==> src/rtl/hrie_pkg.sv <==
// shared constants, codes and the job type for the input-report decoder
// no dependencies
package hrie_pkg;

  localparam int unsigned NumKeys    = 6;
  localparam int unsigned NumBytes   = 7;  // message bytes 2 to 8
  localparam int unsigned MaskW      = 6;  // at most six events per message
  localparam int unsigned NumButtons = 3;
  localparam int unsigned IdxW       = $clog2(MaskW);

  localparam logic [7:0] CmdInput       = 8'd3;
  localparam logic [7:0] FuncTouch      = 8'd0;
  localparam logic [7:0] FuncMouse      = 8'd2;
  localparam logic [7:0] FuncKeyboard   = 8'd3;
  localparam logic [7:0] MinLenAny      = 8'd4;
  localparam logic [7:0] MinLenTouch    = 8'd8;
  localparam logic [7:0] MinLenMouse    = 8'd7;
  localparam logic [7:0] MinLenKeyboard = 8'd9;

  localparam logic [1:0] KindTouch  = 2'd0;
  localparam logic [1:0] KindMove   = 2'd1;
  localparam logic [1:0] KindButton = 2'd2;
  localparam logic [1:0] KindKey    = 2'd3;

  typedef enum logic [1:0] {
    ModeTouch,
    ModeMouse,
    ModeKey
  } mode_e;

  // one decoded message: raw bytes 2..8 and the set of events still to send
  typedef struct packed {
    mode_e                        mode;
    logic [NumBytes-1:0][7:0]     bytes;
    logic [MaskW-1:0]             mask;
  } job_t;

endpackage

==> src/rtl/hrie_front.sv <==
// front end: checks and classifies each message, diffs it against the stored
// buttons and keys and hands a job to the queue; uses hrie_pkg
module hrie_front import hrie_pkg::*; (
  input  logic       clk_i,
  input  logic       rst_ni,
  input  logic       in_valid_i,
  output logic       in_ready_o,
  input  logic [7:0] msg_len_i,
  input  logic       is_sysex_i,
  input  logic [7:0] cmd_byte_i,
  input  logic [7:0] func_byte_i,
  input  logic [NumBytes-1:0][7:0] bytes_i,
  input  logic       q_ready_i,
  output logic       q_valid_o,
  output job_t       q_job_o
);

  logic [7:0]               prev_buttons_q, prev_buttons_d;
  logic [NumKeys-1:0][7:0]  prev_keys_q, prev_keys_d;
  logic                     accept;
  logic                     head_ok, is_touch, is_mouse, is_key;
  logic                     move, seen;
  logic [7:0]               changed, key;
  logic [MaskW-1:0]         mask;

  assign in_ready_o = q_ready_i;
  assign accept     = in_valid_i && q_ready_i;

  always_comb begin
    head_ok  = is_sysex_i && (msg_len_i >= MinLenAny) && (cmd_byte_i == CmdInput);
    is_touch = head_ok && (func_byte_i == FuncTouch) && (msg_len_i >= MinLenTouch);
    is_mouse = head_ok && (func_byte_i == FuncMouse) && (msg_len_i >= MinLenMouse);
    is_key   = head_ok && (func_byte_i == FuncKeyboard) && (msg_len_i >= MinLenKeyboard);

    move    = ({bytes_i[1], bytes_i[2], bytes_i[3], bytes_i[4]} != 32'd0);
    changed = bytes_i[0] ^ prev_buttons_q;

    key  = 8'd0;
    seen = 1'b0;
    mask = '0;
    q_job_o.mode = ModeTouch;
    if (is_touch) begin
      mask[0] = 1'b1;
    end else if (is_mouse) begin
      q_job_o.mode = ModeMouse;
      mask[0] = move;
      mask[NumButtons:1] = changed[NumButtons-1:0];
    end else if (is_key) begin
      q_job_o.mode = ModeKey;
      for (int i = 0; i < NumKeys; i++) begin
        key  = bytes_i[i+1];
        seen = 1'b0;
        for (int j = 0; j < NumKeys; j++) begin
          if (prev_keys_q[j] == key) seen = 1'b1;
        end
        mask[i] = (key != 8'd0) && !seen;
      end
    end
    q_job_o.bytes = bytes_i;
    q_job_o.mask  = mask;
    q_valid_o     = in_valid_i && (mask != '0);

    prev_buttons_d = prev_buttons_q;
    prev_keys_d    = prev_keys_q;
    if (accept && is_mouse) prev_buttons_d = bytes_i[0];
    if (accept && is_key) begin
      for (int i = 0; i < NumKeys; i++) prev_keys_d[i] = bytes_i[i+1];
    end
  end

  always_ff @(posedge clk_i or negedge rst_ni) begin
    if (!rst_ni) begin
      prev_buttons_q <= '0;
      prev_keys_q    <= '0;
    end else begin
      prev_buttons_q <= prev_buttons_d;
      prev_keys_q    <= prev_keys_d;
    end
  end

endmodule

==> src/rtl/hrie_queue.sv <==
// two-entry job queue between front and back end; uses hrie_pkg
module hrie_queue import hrie_pkg::*; (
  input  logic clk_i,
  input  logic rst_ni,
  input  logic wr_valid_i,
  output logic wr_ready_o,
  input  job_t wr_job_i,
  output logic rd_valid_o,
  input  logic rd_ready_i,
  output job_t rd_job_o
);

  job_t        slot_q [2];
  logic        wr_ptr_q, wr_ptr_d, rd_ptr_q, rd_ptr_d;
  logic [1:0]  count_q, count_d;
  logic        push, pop;

  assign wr_ready_o = (count_q != 2'd2);
  assign rd_valid_o = (count_q != 2'd0);
  assign rd_job_o   = slot_q[rd_ptr_q];
  assign push       = wr_valid_i && wr_ready_o;
  assign pop        = rd_valid_o && rd_ready_i;

  always_comb begin
    wr_ptr_d = push ? !wr_ptr_q : wr_ptr_q;
    rd_ptr_d = pop ? !rd_ptr_q : rd_ptr_q;
    count_d  = count_q + {1'b0, push} - {1'b0, pop};
  end

  always_ff @(posedge clk_i or negedge rst_ni) begin
    if (!rst_ni) begin
      wr_ptr_q <= 1'b0;
      rd_ptr_q <= 1'b0;
      count_q  <= 2'd0;
    end else begin
      wr_ptr_q <= wr_ptr_d;
      rd_ptr_q <= rd_ptr_d;
      count_q  <= count_d;
    end
  end

  always_ff @(posedge clk_i) begin
    if (push) slot_q[wr_ptr_q] <= wr_job_i;
  end

endmodule

==> src/rtl/hrie_back.sv <==
// back end: walks the event set of the current job, one event per cycle
// while out_ready_i allows, into an output register; uses hrie_pkg
module hrie_back import hrie_pkg::*; (
  input  logic               clk_i,
  input  logic               rst_ni,
  input  logic               q_valid_i,
  output logic               q_ready_o,
  input  job_t               q_job_i,
  output logic               out_valid_o,
  input  logic               out_ready_i,
  output logic [1:0]         event_kind_o,
  output logic [7:0]         touch_phase_o,
  output logic signed [15:0] pos_x_o,
  output logic signed [15:0] pos_y_o,
  output logic [7:0]         ident_o,
  output logic [7:0]         flag_bits_o,
  output logic               last_of_run_o
);

  job_t              cur_q, cur_d;
  logic [MaskW-1:0]  mask_q, mask_d, rest, mask_after;
  logic [IdxW-1:0]   idx;
  logic [1:0]        btn;
  logic              advance, emit, load;
  logic              out_valid_q, out_valid_d;
  logic [1:0]        kind_q, kind_d;
  logic [7:0]        phase_q, phase_d, ident_q, ident_d, flags_q, flags_d;
  logic [15:0]       x_q, x_d, y_q, y_d;
  logic              last_q, last_d;

  always_comb begin
    idx = '0;
    for (int i = MaskW - 1; i >= 0; i--) begin
      if (mask_q[i]) idx = IdxW'(i);
    end
    rest       = mask_q & ~(MaskW'(1) << idx);
    advance    = !out_valid_q || out_ready_i;
    emit       = advance && (mask_q != '0);
    mask_after = emit ? rest : mask_q;
    load       = (mask_after == '0) && q_valid_i;
    q_ready_o  = load;
    mask_d     = load ? q_job_i.mask : mask_after;
    cur_d      = load ? q_job_i : cur_q;
    btn        = 2'(idx - IdxW'(1));

    kind_d  = kind_q;
    phase_d = phase_q;
    x_d     = x_q;
    y_d     = y_q;
    ident_d = ident_q;
    flags_d = flags_q;
    last_d  = last_q;
    out_valid_d = advance ? emit : out_valid_q;
    if (emit) begin
      last_d  = (rest == '0);
      phase_d = 8'd0;
      x_d     = 16'd0;
      y_d     = 16'd0;
      ident_d = 8'd0;
      flags_d = 8'd0;
      unique case (cur_q.mode)
        ModeTouch: begin
          kind_d  = KindTouch;
          phase_d = cur_q.bytes[0];
          x_d     = {cur_q.bytes[1], cur_q.bytes[2]};
          y_d     = {cur_q.bytes[3], cur_q.bytes[4]};
          ident_d = cur_q.bytes[5];
        end
        ModeMouse: begin
          if (idx == '0) begin
            kind_d  = KindMove;
            x_d     = {cur_q.bytes[1], cur_q.bytes[2]};
            y_d     = {cur_q.bytes[3], cur_q.bytes[4]};
            flags_d = cur_q.bytes[0];
          end else begin
            kind_d  = KindButton;
            ident_d = {6'd0, btn};
            flags_d = {7'd0, cur_q.bytes[0][btn]};
          end
        end
        ModeKey: begin
          kind_d  = KindKey;
          ident_d = cur_q.bytes[idx + IdxW'(1)];
          flags_d = cur_q.bytes[0];
        end
        default: begin
          kind_d = KindTouch;
        end
      endcase
    end
  end

  always_ff @(posedge clk_i or negedge rst_ni) begin
    if (!rst_ni) begin
      mask_q      <= '0;
      out_valid_q <= 1'b0;
    end else begin
      mask_q      <= mask_d;
      out_valid_q <= out_valid_d;
    end
  end

  always_ff @(posedge clk_i) begin
    cur_q   <= cur_d;
    kind_q  <= kind_d;
    phase_q <= phase_d;
    x_q     <= x_d;
    y_q     <= y_d;
    ident_q <= ident_d;
    flags_q <= flags_d;
    last_q  <= last_d;
  end

  assign out_valid_o   = out_valid_q;
  assign event_kind_o  = kind_q;
  assign touch_phase_o = phase_q;
  assign pos_x_o       = x_q;
  assign pos_y_o       = y_q;
  assign ident_o       = ident_q;
  assign flag_bits_o   = flags_q;
  assign last_of_run_o = last_q;

endmodule

==> src/rtl/hid_report_to_input_events.sv <==
// top level of the input-report decoder: front end, job queue, back end
// depends on hrie_pkg, hrie_front, hrie_queue, hrie_back
//
// usage
//   input channel: one item per message (length, sysex flag, command,
//   function, bytes 2..8) under in_valid_i / in_ready_o
//   output channel: one item per event under out_valid_o / out_ready_i;
//   last_of_run_o marks the final event of a message
// path: the first event of a message goes through the queue slot, the job
//   load in the back end and the output register before it shows on the
//   outputs; the queue write happens at the accepting edge itself
// throughput: the back end sends one event per cycle while out_ready_i
//   allows; a message makes one to six events, and messages that make no
//   event are accepted but not queued; the front end takes a new message
//   every cycle while the two-entry queue has room
// stall: when the receiver holds out_ready_i low the output register holds,
//   the back end stops, the queue fills and then in_ready_o drops
// reset: clears the stored mouse buttons and keyboard keys to zero, empties
//   the queue and drops out_valid_o
module hid_report_to_input_events import hrie_pkg::*; (
  input  logic               clk_i,
  input  logic               rst_ni,
  // message channel
  input  logic               in_valid_i,
  output logic               in_ready_o,
  input  logic [7:0]         msg_len_i,
  input  logic               is_sysex_i,
  input  logic [7:0]         cmd_byte_i,
  input  logic [7:0]         func_byte_i,
  input  logic [7:0]         byte2_i,
  input  logic [7:0]         byte3_i,
  input  logic [7:0]         byte4_i,
  input  logic [7:0]         byte5_i,
  input  logic [7:0]         byte6_i,
  input  logic [7:0]         byte7_i,
  input  logic [7:0]         byte8_i,
  // event channel
  output logic               out_valid_o,
  input  logic               out_ready_i,
  output logic [1:0]         event_kind_o,
  output logic [7:0]         touch_phase_o,
  output logic signed [15:0] pos_x_o,
  output logic signed [15:0] pos_y_o,
  output logic [7:0]         ident_o,
  output logic [7:0]         flag_bits_o,
  output logic               last_of_run_o
);

  logic [NumBytes-1:0][7:0] bytes;
  // front to queue
  logic fq_valid, fq_ready;
  job_t fq_job;
  // queue to back
  logic qb_valid, qb_ready;
  job_t qb_job;

  // bytes 2..8 packed low to high
  assign bytes = {byte8_i, byte7_i, byte6_i, byte5_i, byte4_i, byte3_i, byte2_i};

  // classify and diff against stored buttons and keys
  hrie_front u_front (
    .clk_i       (clk_i),
    .rst_ni      (rst_ni),
    .in_valid_i  (in_valid_i),
    .in_ready_o  (in_ready_o),
    .msg_len_i   (msg_len_i),
    .is_sysex_i  (is_sysex_i),
    .cmd_byte_i  (cmd_byte_i),
    .func_byte_i (func_byte_i),
    .bytes_i     (bytes),
    .q_ready_i   (fq_ready),
    .q_valid_o   (fq_valid),
    .q_job_o     (fq_job)
  );

  // decouples the front end from a stalled back end
  hrie_queue u_queue (
    .clk_i      (clk_i),
    .rst_ni     (rst_ni),
    .wr_valid_i (fq_valid),
    .wr_ready_o (fq_ready),
    .wr_job_i   (fq_job),
    .rd_valid_o (qb_valid),
    .rd_ready_i (qb_ready),
    .rd_job_o   (qb_job)
  );

  // sends the events of each job in order
  hrie_back u_back (
    .clk_i         (clk_i),
    .rst_ni        (rst_ni),
    .q_valid_i     (qb_valid),
    .q_ready_o     (qb_ready),
    .q_job_i       (qb_job),
    .out_valid_o   (out_valid_o),
    .out_ready_i   (out_ready_i),
    .event_kind_o  (event_kind_o),
    .touch_phase_o (touch_phase_o),
    .pos_x_o       (pos_x_o),
    .pos_y_o       (pos_y_o),
    .ident_o       (ident_o),
    .flag_bits_o   (flag_bits_o),
    .last_of_run_o (last_of_run_o)
  );

endmodule
==> config.mk <==
export PLATFORM = sky130hd
export DESIGN_NAME = hid_report_to_input_events
export DESIGN_NICKNAME = d
export VERILOG_FILES = /design/src/rtl/hrie_pkg.sv /design/src/rtl/hrie_front.sv /design/src/rtl/hrie_queue.sv /design/src/rtl/hrie_back.sv /design/src/rtl/hid_report_to_input_events.sv
export SDC_FILE = /design/constraint.sdc
export NUM_CORES = 1
export LEC_CHECK = 0
export ABC_AREA = 0
export BUFFER_PORTS_ARGS = -buffer_cell sky130_fd_sc_hd__buf_2
export CORE_ASPECT_RATIO = 0.6
export CORE_UTILIZATION = 60
export CTS_CLUSTER_SIZE = 40
export DETAILED_ROUTE_END_ITERATION = 8
export PLACE_DENSITY = 0.8
export REMOVE_ABC_BUFFERS = 1
export SLEW_MARGIN = 25
export SYNTH_ARGS = -nofsm -noshare
export SYNTH_HDL_FRONTEND = slang
export SYNTH_SLANG_ARGS = --single-unit
==> constraint.sdc <==
create_clock -name clk_i -period 10.2 [get_ports clk_i]
set_input_delay 2.04 -clock clk_i [delete_from_list [all_inputs] [get_ports clk_i]]
set_output_delay 2.04 -clock clk_i [all_outputs]
set_load 0.005 [all_outputs]
Word level (Yosys, flattened, before mapping)
Memory sizes are Yosys's and may differ from the RTL's.
Index checks and enable logic that the tools add are counted.
{ "classes": {"n_mux": 86, "bitwise_logic": 3, "div": 0, "n_eq_ne": 42, "n_addsub": 4, "magnitude_cmp": 6, "multipliers": 0, "n_shift": 1, "n_reduce_logical": 47} }
{ "op_table": {"columns": ["op", "n"], "rows": [
  ["8-bit == test", 36],
  ["16-bit case mux with 2 select lines", 2],
  ["1-bit 2-to-1 mux", 58],
  ["8-bit nonzero test", 6],
  ["16-bit 2-to-1 mux", 2],
  ["32-bit nonzero test", 1],
  ["8-bit binary-select mux with 3-bit select", 1],
  ["8-bit by 2-bit == test with 1-bit output (second input constant)", 3],
  ["8-bit case mux with 3 select lines", 1],
  ["1-bit logical AND", 22],
  ["3-bit 2-to-1 mux", 6],
  ["6-bit 2-to-1 mux", 3],
  ["8-bit by 3-bit >= comparator with 1-bit output (second input constant)", 2],
  ["8-bit by 4-bit >= comparator with 1-bit output (second input constant)", 2],
  ["8-bit 2-to-1 mux", 2],
  ["8-bit case mux with 2 select lines", 1],
  ["6-bit logical NOT", 2],
  ["2-bit 2-to-1 mux", 6],
  ["6-bit nonzero test", 2],
  ["1-bit logical NOT", 9],
  ["8-bit logical NOT", 1],
  ["6-bit bitwise AND", 1],
  ["6-bit inverter", 1],
  ["1-bit by 3-bit left shift with 6-bit output (first input constant)", 1],
  ["18 further kinds", 18]
]} }
{ "word_totals": {"mem_count": 1, "out_inout_bits": 61, "rom_bits": 0, "ramBits": 128, "latchBits": 0, "ff_bits": 179} }
{ "memory_table": {"columns": ["name", "words", "word_bits", "read_ports", "rd_ports_with_merged_regs", "wr", "line", "source"], "rows": [
  ["u_queue.slot_q", 2, 64, 1, 0, 1, "hrie_queue.sv:13", "job_t slot_q [2];"]
]} }

Longest topological paths before layout
{ "depth": {"depth_word": 20, "ltp_mapped": 18} }

Modules after synthesis
Synthesis repeated with hierarchy kept, for this count alone.
{ "unflattened": {"hier_cells": 1261, "area_unflattened_um2": 16087.9} }
{ "by_module_without_submodules": {"columns": ["module", "seq_area_each_um2", "area_per_inst_um2", "cells_per_inst", "instances"], "rows": [
  ["hrie_front", 1276.2, 6162.2, 704, 1],
  ["hrie_back", 3688.5, 5069.9, 336, 1],
  ["hrie_queue", 3943.8, 4855.9, 221, 1]
]} }

Least setup slack after synthesis
Ideal clock, no wire load.
{ "synth_path": {"kind": "input -> register", "from": "input cmd_byte_i[2]", "to": "memory u_queue.slot_q[1][0] (netlist bit), enable pin", "arrival_time_ns": 8.130, "required_ns": 9.619, "n_path_buf": 0, "stages": 7, "slack_ns": 1.488, "cell_sequence": "or4b_4 > nor4_4 > and2_4 > nand2_8 > inv_2 > a311oi_1 > a211oi_1"} }
{ "synth_between": {"elab_chain_len": 12, "word_cells_on_any_way": 18, "cone_classes": "eq/ne (1); mux (7); reduce/logical (10)"} }
{ "synth_lines": {"columns": ["element", "line", "source"], "rows": [
  ["start: declaration", "hid_report_to_input_events.sv:28", "input logic [7:0] cmd_byte_i,"],
  ["8-bit by 2-bit == test with 1-bit output *", "hrie_front.sv:30", "head_ok = is_sysex_i && (msg_len_i >= MinLenAny) && (cmd_byte_i == CmdInput);"],
  ["1-bit logical AND *", "hrie_front.sv:30", null],
  ["1-bit logical AND (2 in a row)", "hrie_front.sv:33", "is_key = head_ok && (func_byte_i == FuncKeyboard) && (msg_len_i >= MinLenKeyboard);"],
  ["6-bit 2-to-1 mux", "hrie_front.sv:48", "end else if (is_key) begin"],
  ["4-bit 2-to-1 mux or 2-bit 2-to-1 mux (tied branches)", "hrie_front.sv:44", "end else if (is_mouse) begin"],
  ["1-bit 2-to-1 mux or 5-bit 2-to-1 mux (tied branches)", "hrie_front.sv:42", "if (is_touch) begin"],
  ["6-bit nonzero test *", "hrie_front.sv:61", "q_valid_o = in_valid_i && (mask != '0);"],
  ["1-bit logical AND *", "hrie_front.sv:61", null],
  ["1-bit logical AND *", "hrie_queue.sv:21", "assign push = wr_valid_i && wr_ready_o;"],
  ["1-bit 2-to-1 mux *", "hrie_queue.sv:43", "if (push) slot_q[wr_ptr_q] <= wr_job_i;"],
  ["1-bit 2-to-1 mux (not written as such) *", "hrie_queue.sv:43", null],
  ["end: declaration", "hrie_queue.sv:13", null]
]} }
Mark *: on every way between the ends. The rest lies on a longest branch, timed or not.

Final worst setup path
{ "layout_path": {"from": "input func_byte_i[3]", "to": "memory u_queue.slot_q[0][51] (netlist bit), enable pin"} }
{ "layout_between": {"elab_chain_len": 11, "word_cells_on_any_way": 19, "cone_classes": "eq/ne (2); mux (7); reduce/logical (10)"} }
{ "layout_lines": {"columns": ["element", "line", "source"], "rows": [
  ["start: declaration", "hid_report_to_input_events.sv:29", "input logic [7:0] func_byte_i,"],
  ["8-bit by 2-bit == test with 1-bit output", "hrie_front.sv:33", null],
  ["1-bit logical AND (2 in a row)", "hrie_front.sv:33", null],
  ["6-bit 2-to-1 mux", "hrie_front.sv:48", null],
  ["4-bit 2-to-1 mux or 2-bit 2-to-1 mux (tied branches)", "hrie_front.sv:44", null],
  ["1-bit 2-to-1 mux or 5-bit 2-to-1 mux (tied branches)", "hrie_front.sv:42", null],
  ["6-bit nonzero test *", "hrie_front.sv:61", null],
  ["1-bit logical AND *", "hrie_front.sv:61", null],
  ["1-bit logical AND *", "hrie_queue.sv:21", null],
  ["1-bit 2-to-1 mux *", "hrie_queue.sv:43", null],
  ["1-bit 2-to-1 mux (not written as such) *", "hrie_queue.sv:43", null]
]} }
Marked as above.

==> key figures <==
Global routing
  • Antenna violations before repair: 0
  • Pin count of the biggest net entering global routing: 66
  • Number of global-route vias before repair: 9657
  • Gr usage total: about 30%
  • Remaining Overflow, GRT: 0
  • First-pass GRT wire length: ~60 mm

STA
  • Max Freq: ~0.21 GHz
  • Total negative setup slack: 0 ns
  • Skew final: 0.0162 ns
  • Setup ws final: between 5 and 6 ns
  • Min Clock Period, post-route: approximately 5 ns
  • RSZ-0062 raised after global routing: no
  • Max_slew headroom: between 30% and 40%
  • Fin crit share: roughly 48%
  • Setup Viol. Count Final: 0
  • Final hold viol count: 0
  • Worst-margin pin slew: about 1.0 ns
  • Pins Over Slew Limit: 0
  • Hold slack: between 0.5 and 0.6 ns

Logic synthesis
  • Area share of the largest cell type after synthesis: approximately 46%
  • Post-synthesis cell type count: 59
  • Area leader, netlist: edfxtp_1
  • Synth top area cells: edfxtp_1, xnor2_1, dfrtp_1
  • Synthesized area per cell: 13.4 um^2
  • Sequential area share after synthesis: between 50% and 60%
  • Fraction of registers with async set/reset: about 20%
  • Synth warn: 0
  • Synth Register Bits: 307
  • Mapped cell area: between 15000 and 20000 um^2
  • Post-synth EDFFs: 245
  • Top FF cell, synth: edfxtp_1
  • Synthesized instance count: around 1200

CTS
  • Clock latency on the worst-skew pair: 0.57 ns
  • Root Driver: clkbuf_16
  • CTS buffer count: 28
  • CTS max path bufs: 3
  • Post-CTS Setup Bufs: 0
  • Post-CTS Resized: 0
  • CTS tree: built
  • Clk sinks: 307
  • Depth of the CTS H-tree: 1
  • Hold_buf cts: 0
  • Clock transition at path regs: 0.06 ns

Worst setup path
  • Worst r2r src: u_back.mask_q[3]$_DFF_PN0_
  • Worst-path fanout max: 59
  • Crit path DAT: 5.05 ns
  • Reg2reg setup slack: roughly 6.4 ns
  • Crit path largest cell delay: ~0.74 ns
  • Worst path cell trace: buf_2 -> or4_4 -> nor4_2 -> nand4_2 -> a31oi_1 -> a311oi_1 -> a211oi_4 -> buf_4
  • WP data required: between 10 and 15 ns
  • Register-to-Register Path Depth: 8
  • Slowest-stage cell, CP: buf_4
  • Crit path max-delay family: simple AND/OR/NAND/NOR gates
  • Setup CP Type: in2reg
  • Worst path bufs/invs: 2
  • CP startpoint kind: primary input
  • Critical path launch point: func_byte_i[3]
  • Crit. End Element: flop
  • RR Endpoint: u_back.ident_o[3]$_DFFE_PP_

Floorplan
  • Die footprint: approximately 27000 um^2
  • Die Height: 128 um
  • Top-level I/O count: ~150
  • Core Rows: between 40 and 50
  • Initial Util: roughly 62%
  • Die X: approximately 210 um
  • Core area: around 26000 um^2

Hold path
  • Hold Crit Class: reg2reg
  • Worst min-delay path startpoint: u_queue.count_q[1]$_DFF_PN0_
  • Cells on Worst Hold Path: 1
  • End of the worst hold path: u_queue.count_q[1]$_DFF_PN0_

Route
  • Post-detailed-route wirelength per cell: about 24 um
  • Via Count: ~9900
  • Drc violations: 0
  • ANT nets after route: 0
  • Vias per cell: between 6 and 7
  • Drt pass-1 iters: 5
  • Starting DRT DRC Count: just over 1000
  • Detailed Route WL: 39.6 mm

Power
  • Worst VDD drop: ~0.00016 V
  • Leakage Power: around 0.0063 uW
  • PD cells: ~200 nW/um^2
  • Total power: 3540 uW

Status
  • Status: finished clean

Layout
  • NumNets Final: roughly 1300
  • Inserted Diodes: 0
  • Commonest non-fill, non-tap cell in the layout: edfxtp_1
  • Commonest cells after routing, fill and taps aside: edfxtp_1, xnor2_1, buf_2, mux2_2, xor2_1
  • Final-layout fill cell count: approximately 1900
  • Area Overhead vs Synth: 9.38%
  • Share of layout cells above drive strength 1: 26.9%

Placed design
  • # port buffers: around 150
  • GPL Wtd Cong: around 1
  • Pre-CTS setup slack: around 4.8 ns
  • Detail Placement HPWL: between 20 and 30 mm

Flow run
  • MaxCap Viol Count: 0
[area by class of cell]
class                   instances  area, um^2  area share, %
flip-flops and latches        307        8910           51.0
multi-input cells             746        6360           36.4
well taps                     352         440           2.52
clock buffers                  33         719           4.12
repair buffers                152         778           4.46
inverters                      17        63.8          0.366
clock inverters                19         184           1.05
[kinds of logic (layout without fill, tap and decap cells)]
logic type               count (synthesis)  after routing  share of synthesized area (%)
buffers and inverters                  140            221                           4.58
multiplexers                           132            132                           10.4
adder cells (fa/ha/maj)                 11             11                          0.862
XOR/XNOR                               294            294                           16.1
flip-flops                             307            307                           55.8
AND/OR/NAND/NOR                        220            220                           8.51
AO/OA/AOI/OAI                           89             89                           3.75
[worst register-to-register path: stages (launching register included)]
cell and delay [ns]:
dfrtp_1 0.44, nor4_2 0.58, o21ai_0 0.44, ha_1 0.97
mux4_2 0.61, nand2_1 0.12, o21ai_0 0.09, a22oi_1 0.18
nor2_1 0.07
[state kept, by name, indices dropped and copies added (netlist names), 2 cells and up]
name / cells
u_back.cur_q: 58
u_back.event_kind_o: 2
u_back.flag_bits_o: 8
u_back.ident_o: 8
u_back.mask_q: 6
u_back.pos_x_o: 16
u_back.pos_y_o: 16
u_back.touch_phase_o: 8
u_front.prev_buttons_q: 3
u_front.prev_keys_q: 48
u_queue.count_q: 2
u_queue.slot_q: 128
[power breakdown]
group / internal, uW / switching [uW]
Sequential: 1520 / 56.5
Clock: 562 / 470
Combinational: 402 / 528
Total: 2490 / 1050
[synthesized netlist by cell type, types with 10 or more instances]
master    instances
edfxtp_1        245
clkbuf_1         27
xnor2_1         214
nor2_1           17
mux2_4           20
ha_1             11
nand4_1          55
nor4_1           29
buf_2            80
a22oi_1          10
mux2_2           96
o21ai_0          20
a21oi_1          13
dfrtp_1          62
and2_1           48
inv_1            16
nand2_1          35
xor2_1           80
[how the worst max path moves through the flow]
stage,endpoint,slack (ns),cells after the start
2_1_floorplan,u_queue.slot_q[1][0]$_DFFE_PP_,1.49,7
3_3_place_gp,u_queue.slot_q[0][51]$_DFFE_PP_,4.92,8
3_5_place_dp,u_queue.slot_q[0][51]$_DFFE_PP_,4.80,8
4_1_cts,u_queue.slot_q[0][51]$_DFFE_PP_,5.39,8
5_1_grt,u_queue.slot_q[0][45]$_DFFE_PP_,5.14,8
6_report,u_queue.slot_q[0][51]$_DFFE_PP_,5.34,8
[stage by stage]
step                      instance area (um^2)  cells  util, %
after global routing                     17500   1626     68.0
final                                    17500   1626     68.0
after global placement                   16600   1574     64.5
after detailed placement                 16600   1574     64.5
after floorplan                          15300   1070        -
after CTS                                17500   1626     68.0
[routing by layer]
layer	GRT usage, %	routed length [um]
met5	0	0
met4	6.47	736
met3	7.93	4100
met2	43.9	17000
met1	44.6	17700
Note: power is estimated with default switching activity, not from simulation.
